## src/rtl/core/mf5_pkg.sv

```systemverilog
package mf5_pkg;

  // Pixel and register widths
  localparam int PIX_W = 8;
  localparam int CFG_W = 13;
  localparam logic [CFG_W-1:0] ROW_WIDTH_RESET = 13'd1920;

  // Window geometry: five rows, four of them held in the line store
  localparam int WIN      = 5;
  localparam int WIN_N    = WIN * WIN;
  localparam int ROWS     = WIN - 1;
  localparam int ROW_CW   = 3;
  localparam logic [ROW_CW-1:0] ROWS_FULL = 3'd4;
  localparam int PAD_COLS = WIN - 1;
  localparam int LINE_W   = ROWS * PIX_W;

  // Bitonic sorter over 32 lanes, 25 used, the rest padded high
  localparam int SORT_N      = 32;
  localparam int SORT_LAYERS = 15;
  localparam int LPS         = 3;   // comparator layers per register stage
  localparam int PIPE_STAGES = SORT_LAYERS / LPS;
  localparam int BUSY_W      = 3;
  localparam int MEDIAN_IDX  = WIN_N / 2;
  localparam int SORT_K [SORT_LAYERS] = '{2, 4, 4, 8, 8, 8, 16, 16, 16, 16,
                                          32, 32, 32, 32, 32};
  localparam int SORT_J [SORT_LAYERS] = '{1, 2, 1, 4, 2, 1, 8, 4, 2, 1,
                                          16, 8, 4, 2, 1};

  // Output queue
  localparam int FIFO_DEPTH = 16;
  localparam int FIFO_AW    = 4;
  localparam int FIFO_CW    = 5;

  typedef logic [PIX_W-1:0] pixel_t;

  typedef struct packed {
    pixel_t pixel;
    logic   frame_start;
  } in_item_t;

  typedef struct packed {
    pixel_t median;
    logic   row_end;
  } out_item_t;

  typedef struct packed {
    logic valid;
    logic row_end;
  } tag_t;

endpackage

```

## src/rtl/core/mf5_out_fifo.sv

```systemverilog
module mf5_out_fifo (
  input  logic                             clk,
  input  logic                             rst,
  input  logic                             push,
  input  mf5_pkg::out_item_t               push_item,
  output logic                             out_valid,
  input  logic                             out_ready,
  output mf5_pkg::out_item_t               out_data,
  output logic [mf5_pkg::FIFO_CW-1:0]      count
);

  mf5_pkg::out_item_t              slots [mf5_pkg::FIFO_DEPTH];
  logic [mf5_pkg::FIFO_AW-1:0]     wr_ptr;
  logic [mf5_pkg::FIFO_AW-1:0]     rd_ptr;
  logic                            pop;

  assign out_valid = (count != '0);
  assign out_data  = slots[rd_ptr];
  assign pop       = out_valid && out_ready;

  // Storage, written only when a result arrives
  always_ff @(posedge clk) begin
    if (push) begin
      slots[wr_ptr] <= push_item;
    end
  end

  // Pointers and fill level
  always_ff @(posedge clk) begin
    if (rst) begin
      wr_ptr <= '0;
      rd_ptr <= '0;
      count  <= '0;
    end else begin
      if (push) begin
        wr_ptr <= wr_ptr + 1'b1;
      end
      if (pop) begin
        rd_ptr <= rd_ptr + 1'b1;
      end
      case ({push, pop})
        2'b10:   count <= count + 1'b1;
        2'b01:   count <= count - 1'b1;
        default: count <= count;
      endcase
    end
  end

endmodule

```

## config.mk

```make
export PLATFORM = sky130hd
export DESIGN_NAME = mf5_out_fifo
export DESIGN_NICKNAME = d
export VERILOG_FILES = /design/src/rtl/core/mf5_pkg.sv /design/src/rtl/core/mf5_out_fifo.sv
export SDC_FILE = /design/constraint.sdc
export NUM_CORES = 1
export LEC_CHECK = 0
export BUFFER_PORTS_ARGS = -buffer_cell sky130_fd_sc_hd__buf_2
export CORE_MARGIN = 3
export CORE_UTILIZATION = 55
export CTS_CLUSTER_DIAMETER = 40
export DETAILED_ROUTE_END_ITERATION = 8
export MAX_ROUTING_LAYER = met4
export PLACE_DENSITY = 0.76
export RECOVER_POWER = 100
export SETUP_SLACK_MARGIN = 0.5
export SYNTH_ARGS = -nofsm -noshare
export SYNTH_HDL_FRONTEND = slang
export SYNTH_SLANG_ARGS = --single-unit
```

## constraint.sdc

```tcl
create_clock -name clk -period 2.5 [get_ports clk]
set_input_delay 0.5 -clock clk [delete_from_list [all_inputs] [get_ports clk]]
set_output_delay 0.5 -clock clk [all_outputs]
set_load 0.02 [all_outputs]
```

==> results.yml <==
timing:
  setup_tns_ns: -0.279
  postLayoutSetupSlackWorst_ns: -0.0773
  max_clock_freq_ghz: 0.388
  worstMarginPinSlew_ns: 0.832
  relSlewSlack: 0.445
  setup_viol: 9
  fin_crit_ns: 2.58
  period_share: 1.03
  hold_viol_final: 0
  maxSlewViolCount: 0
  skew_ns: 0.0131
  rsz0062_at_grt: "yes"
run_status:
  violations: "setup timing"
  run_status: "complete, but fails checks"
min_path:
  hold_class: "in2reg"
synthesis:
  yosys_register_bits: 161
  synth_nets: 361
  synth_top_area_frac: 0.666
  syn_area_um2: 6490
  synth_simple_gate_area_frac: 0.0588
  synth_compound_area_frac: 0.0351
  avgSynthCellArea_um2: 19.2
  synthTopCellsByArea: "edfxtp_1 (67%), mux4_2 (7.6%), mux4_1 (5.7%)"
  muxShareOfSynthArea: 0.138
  synth-edff-count: 144
  yosys_warnings: 0
  synth_top_family_by_area: "multiplexers"
  synth_cells: 339
  synth_area_leader_cell: "edfxtp_1"
  yosysSeqAreaShare: 0.718
  yosys-top-cells-count: "edfxtp_1 (144), mux4_2 (22), a22oi_1 (18)"
  synth.most_common_cell: "edfxtp_1"
  synth_flop_cell: "edfxtp_1"
  postSynth.asyncResetShare: 0
  synth_xor_area_frac: 0.0121
  synth_cell_types: 43
  synthAdderAreaFrac: 0.0173
drt:
  drtPass1Iterations: 4
  ant_nets: 0
  drc: 0
  viasPerCell: 6.05
  routed_wl_um: 13100
  wl_per_cell_um: 23.9
  vias: 3336
  first_iter_violations: 292
worst_setup_path:
  crit_required_ns: 2.87
  crit_fanout: 4
  end_kind: "register"
  critPathKind: "reg2reg"
  critPathLaunchType: "register"
  cp.arrival_ns: 2.95
grt:
  grt-ovfl-total: 0
  antenna_found_initial: 0
  grt_start_max_net_pins: 37
  track_usage: 0.224
  grt_pass1_wl_um: 20100
  grt_pass1_vias: 3450
power:
  power.static_leakage_nw: 2.56
  peakVddDrop_v: 0.000708
  powerDensity_nw_per_um2: 987
  total_power_w: 0.00766
die:
  die_area_um2: 13100
  start_util: 0.566
  io_pins: 28
  rows: 39
  fp.dieH_um: 115
  die_x_um: 115
  fp.coreArea_um2: 11500
clock_network:
  cts_buffers: 17
  clk_pin_slew_ns: 0.06
  cts_tree: "yes"
  holdBufCountCts: 0
  htreeDepth: 4
  clock_sinks: 161
  clockRootBuffer: "clkbuf_16"
  clk_latency_ns: 0.43
  clock_path_buffers: 2
cells_and_area:
  final_nets: 417
  drive_above_1_share: 0.314
  seqCellArea_um2: 4670
  syn_to_final_growth_pct: 19.6
  multi_input_area_um2: 1800
  fill_cells: 705
  antenna_cells: 0
  final_cells: 551
placement:
  io_buffer_count: 27
  hpwl_um: 7590
  globalplace.congestion: 0.778
  placedCellCount: 507
  pre_cts_slack_ns: -0.00499
run:
  max_cap_violations: 0
==> cell usage in the layout, fill, tap and decap left out, drive strengths merged, types with 2 or more instances in the layout <==
cell	synthesis	layout
edfxtp	144	144
clkbuf	3	39
mux4	36	36
buf	11	32
a22oi	18	18
and2	17	17
dfxtp	17	17
nor2	15	15
nand2	14	14
ha	9	9
xor2	7	7
bufinv	0	6
inv	5	5
nand4	4	4
clkinvlp	0	4
o21ai	4	4
clkinv	0	4
mux2i	3	3
nor2b	2	2
and3	2	2
nor3	2	2
xnor2	2	2
o211ai	2	2
nand4b	2	2
nand2b	2	2
or3	2	2
a21oi	2	2
==> metal layers <==
layer	share of wire	GRT usage
met2	0.52	0.354
met3	0.059	0.0534
met1	0.41	0.281
met5	0	-
met4	0.016	0.0942
==> stage by stage <==
step            util  area (um^2)  hold slack, ns
6_report       0.677         7770           0.464
5_1_grt        0.677         7770           0.469
4_1_cts        0.675         7740           0.423
3_5_place_dp   0.598         6850           0.518
3_3_place_gp   0.598         6850           0.516
2_1_floorplan      -         6520           0.485
==> registers in the layout, summed over array words and instances (netlist names), named ones only <==
signal  flops
rd_ptr      4
wr_ptr      4
count       5
slots     144
==> power breakdown <==
part           leakage [nW]  switching, W  internal, W
Combinational         0.810      0.000803     0.000856
Clock                 0.312       0.00103      0.00187
Sequential             1.44     0.0000839      0.00302
Total                  2.56       0.00192      0.00575
==> critical path, cell delays in order, from the launching register on <==
cell and delay [ns]:
dfxtp_4 0.34, or4_4 0.56, o21ai_4 0.16, inv_2 0.07, ha_4 0.18, xor2_1 0.17
ha_2 0.21, o21ai_1 0.06, or3_4 0.34, a2111o_1 0.37, nand4_1 0.07
==> repair_timing <==
| action | 4_1_cts | 5_1_grt |
|---|---|---|
| pin swaps | 11 | 3 |
| gates cloned | 1 | 0 |
| endpoints found under the setup margin | 14 | 15 |
| resized for setup | 41 | 15 |
| setup buffers | 9 | 2 |
==> path summary, 6_finish.rpt <==
| kind | to | cells after the start | startpoint | slack (ns) |
|---|---|---|---|---|
| setup / recovery | count[4] | 10 | count[0] | -0.08 |
| setup reg to reg | count[4] | 10 | count[0] | -0.08 |
| hold / removal | wr_ptr[0] | 2 | rst | 0.46 |
| hold reg to reg | rd_ptr[3] | 2 | rd_ptr[3] | 0.54 |
==> cell type report <==
class / instances / share of cell area
Tap cell: 143 / 0.0230
Sequential cell: 161 / 0.602
Clock inverter: 14 / 0.0306
Inverter: 5 / 0.00242
Clock buffer: 18 / 0.0552
Multi-Input combinational cell: 157 / 0.231
Timing Repair Buffer: 53 / 0.0559
==> kinds of logic (layout without fill, tap and decap cells) <==
kind of cell	count (synthesis)	in the layout
flip-flops	161	161
AND/OR/NAND/NOR	70	70
multiplexers	39	39
AO/OA/AOI/OAI	30	30
buffers and inverters	21	90
adder cells (fa/ha/maj)	9	9
XOR/XNOR	9	9
Power figures use the tool's default switching activity.
