--- config.mk ---
export PLATFORM = sky130hd
export DESIGN_NAME = mf5_sort
export DESIGN_NICKNAME = d
export VERILOG_FILES = /design/src/rtl/core/mf5_pkg.sv /design/src/rtl/core/mf5_sort.sv
export SDC_FILE = /design/constraint.sdc
export NUM_CORES = 2
export LEC_CHECK = 0
export BUFFER_PORTS_ARGS = -buffer_cell sky130_fd_sc_hd__buf_4
export CORE_MARGIN = 2
export CORE_UTILIZATION = 59
export CTS_CLUSTER_DIAMETER = 30
export DETAILED_ROUTE_END_ITERATION = 10
export PLACE_DENSITY = 0.79
export SLEW_MARGIN = 20
export SYNTH_ARGS = -nofsm -noshare
export SYNTH_HDL_FRONTEND = slang
export SYNTH_SLANG_ARGS = --single-unit
--- constraint.sdc ---
create_clock -name clk -period 6.9 [get_ports clk]
set_clock_uncertainty 0.15 [all_clocks]
set_input_delay 1.035 -clock clk [delete_from_list [all_inputs] [get_ports clk]]
set_output_delay 1.035 -clock clk [all_outputs]
set_load 0.02 [all_outputs]
--- src/rtl/core/mf5_pkg.sv ---
package mf5_pkg;

  // Pixel and register widths
  localparam int PIX_W = 8;
  localparam int CFG_W = 13;
  localparam logic [CFG_W-1:0] ROW_WIDTH_RESET = 13'd1920;

  // Window geometry: five rows, four of them held in the line store
  localparam int WIN      = 5;
  localparam int WIN_N    = WIN * WIN;
  localparam int ROWS     = WIN - 1;
  localparam int ROW_CW   = 3;
  localparam logic [ROW_CW-1:0] ROWS_FULL = 3'd4;
  localparam int PAD_COLS = WIN - 1;
  localparam int LINE_W   = ROWS * PIX_W;

  // Bitonic sorter over 32 lanes, 25 used, the rest padded high
  localparam int SORT_N      = 32;
  localparam int SORT_LAYERS = 15;
  localparam int LPS         = 3;   // comparator layers per register stage
  localparam int PIPE_STAGES = SORT_LAYERS / LPS;
  localparam int BUSY_W      = 3;
  localparam int MEDIAN_IDX  = WIN_N / 2;
  localparam int SORT_K [SORT_LAYERS] = '{2, 4, 4, 8, 8, 8, 16, 16, 16, 16,
                                          32, 32, 32, 32, 32};
  localparam int SORT_J [SORT_LAYERS] = '{1, 2, 1, 4, 2, 1, 8, 4, 2, 1,
                                          16, 8, 4, 2, 1};

  // Output queue
  localparam int FIFO_DEPTH = 16;
  localparam int FIFO_AW    = 4;
  localparam int FIFO_CW    = 5;

  typedef logic [PIX_W-1:0] pixel_t;

  typedef struct packed {
    pixel_t pixel;
    logic   frame_start;
  } in_item_t;

  typedef struct packed {
    pixel_t median;
    logic   row_end;
  } out_item_t;

  typedef struct packed {
    logic valid;
    logic row_end;
  } tag_t;

endpackage

--- src/rtl/core/mf5_sort.sv ---
module mf5_sort (
  input  logic                                        clk,
  input  logic                                        rst,
  input  mf5_pkg::pixel_t [mf5_pkg::WIN_N-1:0]        win,
  input  mf5_pkg::tag_t                               in_tag,
  output logic                                        res_valid,
  output mf5_pkg::out_item_t                          res_item,
  output logic [mf5_pkg::BUSY_W-1:0]                  busy
);

  mf5_pkg::pixel_t lay_in  [mf5_pkg::SORT_LAYERS][mf5_pkg::SORT_N];
  mf5_pkg::pixel_t lay_out [mf5_pkg::SORT_LAYERS][mf5_pkg::SORT_N];
  mf5_pkg::pixel_t stage_q [mf5_pkg::PIPE_STAGES][mf5_pkg::SORT_N];
  mf5_pkg::tag_t   tag_q   [mf5_pkg::PIPE_STAGES];
  logic [mf5_pkg::PIPE_STAGES-1:0] stage_valid;

  genvar l, i, s;

  // Layer inputs: window (padded high) into the first, register or previous layer after
  generate
    for (i = 0; i < mf5_pkg::SORT_N; i++) begin : g_pad
      if (i < mf5_pkg::WIN_N) begin : g_pix
        assign lay_in[0][i] = win[i];
      end else begin : g_fill
        assign lay_in[0][i] = '1;
      end
    end

    for (l = 1; l < mf5_pkg::SORT_LAYERS; l++) begin : g_link
      for (i = 0; i < mf5_pkg::SORT_N; i++) begin : g_lane
        if ((l % mf5_pkg::LPS) == 0) begin : g_reg
          assign lay_in[l][i] = stage_q[l / mf5_pkg::LPS - 1][i];
        end else begin : g_comb
          assign lay_in[l][i] = lay_out[l-1][i];
        end
      end
    end

    // Compare-exchange layers of the bitonic network
    for (l = 0; l < mf5_pkg::SORT_LAYERS; l++) begin : g_layer
      localparam int K = mf5_pkg::SORT_K[l];
      localparam int J = mf5_pkg::SORT_J[l];
      for (i = 0; i < mf5_pkg::SORT_N; i++) begin : g_cx
        if ((i & J) == 0) begin : g_pair
          localparam int P = i | J;
          logic lo_gt;
          assign lo_gt = (lay_in[l][i] > lay_in[l][P]);
          if ((i & K) == 0) begin : g_up
            assign lay_out[l][i] = lo_gt ? lay_in[l][P] : lay_in[l][i];
            assign lay_out[l][P] = lo_gt ? lay_in[l][i] : lay_in[l][P];
          end else begin : g_down
            assign lay_out[l][i] = lo_gt ? lay_in[l][i] : lay_in[l][P];
            assign lay_out[l][P] = lo_gt ? lay_in[l][P] : lay_in[l][i];
          end
        end
      end
    end

    // Register after every group of layers; tags travel alongside
    for (s = 0; s < mf5_pkg::PIPE_STAGES; s++) begin : g_stage
      always_ff @(posedge clk) begin
        for (int n = 0; n < mf5_pkg::SORT_N; n++) begin
          stage_q[s][n] <= lay_out[s * mf5_pkg::LPS + mf5_pkg::LPS - 1][n];
        end
      end

      always_ff @(posedge clk) begin
        if (rst) begin
          tag_q[s] <= '0;
        end else if (s == 0) begin
          tag_q[s] <= in_tag;
        end else begin
          tag_q[s] <= tag_q[(s == 0) ? 0 : s - 1];
        end
      end

      assign stage_valid[s] = tag_q[s].valid;
    end
  endgenerate

  assign res_valid        = tag_q[mf5_pkg::PIPE_STAGES-1].valid;
  assign res_item.median  = stage_q[mf5_pkg::PIPE_STAGES-1][mf5_pkg::MEDIAN_IDX];
  assign res_item.row_end = tag_q[mf5_pkg::PIPE_STAGES-1].row_end;
  assign busy             = mf5_pkg::BUSY_W'($countones(stage_valid));

endmodule

==> impl_metrics.ini <==
[global_route]
grtUsageTotal_pct = 34.3
grt_pass1_vias = 64844
antenna_found_initial = 5
grt_max_degree = 26
gr-total-overflow = 0
grt_pass1_wl_um = 354000

[drt]
ant_nets = 0
drt_wl_total_um = 231000
first_pass_iters = 8
wl_per_cell_um = 20.9
route.detailed.drc = 0
vias_per_cell = 6.04
drt_iter0_drc = 5431
vias = 66744

[logic_synthesis]
syn_inst = 8862
synth-xor-area-share_pct = 0.198
synth_area_um2 = 75300
synth_warnings = 0
synth_fa_ha_area_share_pct = 20.8
synth_top_flop_cell = dfxtp_1
yosys.area.top_type = ha_1
synth.top_cell.area_share_pct = 20.8
syn_area_per_cell_um2 = 8.50
ys_seq_area_share_pct = 20.3
synth_edf_count = 0
synth-simple-area-share_pct = 11.6
ys_types = 104
synth_top_family_by_area = multiplexers
synthMuxAreaShare_pct = 23.1
synthArstFlopShare_pct = 0
synth_seq_cells = 762
synth-compound-area-share_pct = 16.1
synth.area.top_cells = ha_1, dfxtp_1, mux2i_1, mux2_2, inv_1

[timing]
hold_viol = 0
worst_slack_ns = 0.144
slew_headroom_pct = 25.7
rsz0062_at_grt = true
fmax_mhz = 148
fin_hold_ws_ns = 0.176
finalSetupViolations = 0
tightest_slew_ns = 1.11
fin_crit_ns = 6.76
maxSlewViolCount = 0
post-route-period-util_pct = 97.9

[final_layout]
layout_commonest_cell = inv_1
fin_nets = 10712
multi_input_area_um2 = 54600
areaGrowthSynthToFinish_pct = 13.8
final_area_um2 = 85700
drive_gt1_share_pct = 14.6
fin_util_pct = 67.4
layout_common_cells = inv_1, ha_1, mux2i_1
seqCellArea_um2 = 15300
fillers = 10255

[placed_design]
place_area_um2 = 79800
place_congestion = 1.05
port_buffers = 216
post-dp-hpwl_um = 192000
pre_cts_slack_ns = -0.0985

[floorplanning]
core-area_um2 = 127000
dieArea_um2 = 131000
rows = 131
die_h_um = 361
io_pins = 217
die_w_um = 361
initial_utilization_pct = 59.2

[setup_path]
cp_num_cells = 29
cp-startpoint = stage_q[1][249]
endpoint = stage_q[2][218]
reg2reg_depth = 29
cp_slowest_cell = mux2i_1
crit_path_frequent_cell = a21oi_1
worstSetupStartpointType = register
reg2reg_slack_ns = 0.14
crit_family = compound AO/OA/AOI/OAI gates
crit_type = register to register
arrival_ns = 7.25
path_max_fanout = 16
cp.required_ns = 7.39
r2r-start = stage_q[1][249]
cp_num_buf_inv = 4
crit_path_end_kind = register
max_stage_delay_ns = 0.60
r2r_end = stage_q[2][218]

[clock_network]
cts_tree = yes
cts-root-buf = clkbuf_16
clock_latency_ns = 0.81
cts.sinks = 762
postCtsHoldBufs = 0
htreeDepth = 4
clockBufferDepth = 3
clk_pin_slew_ns = 0.06
cts_made_buffers = 158

[min_path]
min_path_type = input pin to register

[status]
status = complete, no violations

[job]
maxCapViolations = 0
## per-layer routing
metal  track usage (%)  part of all wire [%]  up-vias
met5                 0                 0.010        -
met4              15.2                   4.6        2
met3              5.70                   7.3      469
met2              56.2                    45     2295
met1              44.2                    43    31599
li1                  -                     -    32379
## per-stage QoR
stage          setup TNS [ns]  std cells
2_1_floorplan               0       8912
3_3_place_gp                0      10755
3_5_place_dp            -1.18      10755
4_1_cts                     0      11048
5_1_grt                -0.939      11051
6_report                    0      11053
## how the worst min path moves through the flow
stage	slack (ns)	start	to	cells after the start
after floorplan	0.23	stage_q[0][56]	stage_q[1][0]	1
after global placement	0.16	stage_q[0][60]	stage_q[1][4]	0
after detailed placement	0.17	stage_q[0][61]	stage_q[1][5]	0
after CTS	0.13	win[195]	stage_q[0][59]	1
after global routing	0.16	win[199]	stage_q[0][63]	1
final	0.18	win[195]	stage_q[0][59]	1
## cells by family after synthesis
| group | count (synthesis) |
|---|---|
| AOI/OAI and AO/OA | 1850 |
| xor gates and xnor gates | 17 |
| adders and majority gates | 1252 |
| buffers and inverters | 1530 |
| DFF | 762 |
| muxes | 1678 |
| other | 2 |
| and+or+nand+nor | 1771 |
## layout make-up
class | instances | share of cell area (%)
clock buffer | 172 | 4.78
antenna | 2 | 0.00584
sequential | 762 | 17.8
tap | 1662 | 2.43
inverter | 1272 | 5.57
clock inverter | 121 | 1.84
timing repair buffer | 441 | 3.91
multi-input combinational | 6621 | 63.7
## worst reg2reg max path: cells and delay by family, from the launching register on
| kind | cells | cell delay, ns |
|---|---|---|
| flip-flops | 1 | 0.48 |
| multiplexers | 2 | 0.94 |
| buffers and inverters | 4 | 0.80 |
| AO/OA/AOI/OAI | 15 | 2.81 |
| adder cells (fa/ha/maj) | 3 | 1.01 |
| AND/OR/NAND/NOR | 5 | 0.44 |
## timing repair
item                       in CTS  in global routing
resized for setup               1                 58
setup buffers                   0                  2
gates cloned                    0                  1
setup endpoints to repair       2                269
pin swaps                       0                  1
## state kept, by name (all words and copies together) (netlist names)
register	flops
stage_q	752
tag_q	10
## synth_stat cells, types with 13 or more instances
cell / n
mux2_2: 458
o21ai_1: 46
xnor2_1: 13
a221oi_1: 22
nand3b_1: 29
o22ai_1: 17
a211o_1: 39
a211oi_1: 90
nand2_1: 396
or2_2: 29
a21oi_1: 649
a22oi_1: 26
a22o_1: 14
a21boi_0: 20
o311a_1: 22
and3_1: 56
buf_1: 34
ha_1: 1250
nor3_1: 24
o31ai_1: 36
a32oi_1: 17
nor2_1: 488
o211a_1: 26
clkbuf_1: 167
o21a_1: 86
nor2b_1: 180
o211ai_1: 63
o21ai_0: 316
inv_1: 1272
buf_4: 19
dfxtp_1: 762
o21bai_1: 15
mux2i_1: 1208
and4_1: 14
nand4_1: 208
nand3_1: 164
nand2b_1: 72
buf_2: 24
o2111ai_1: 14
and2_1: 75
a21o_1: 210
Power is left out: the tool's default activity adds up to more than one toggle a clock period on the data nets, which glitch-free logic cannot reach.
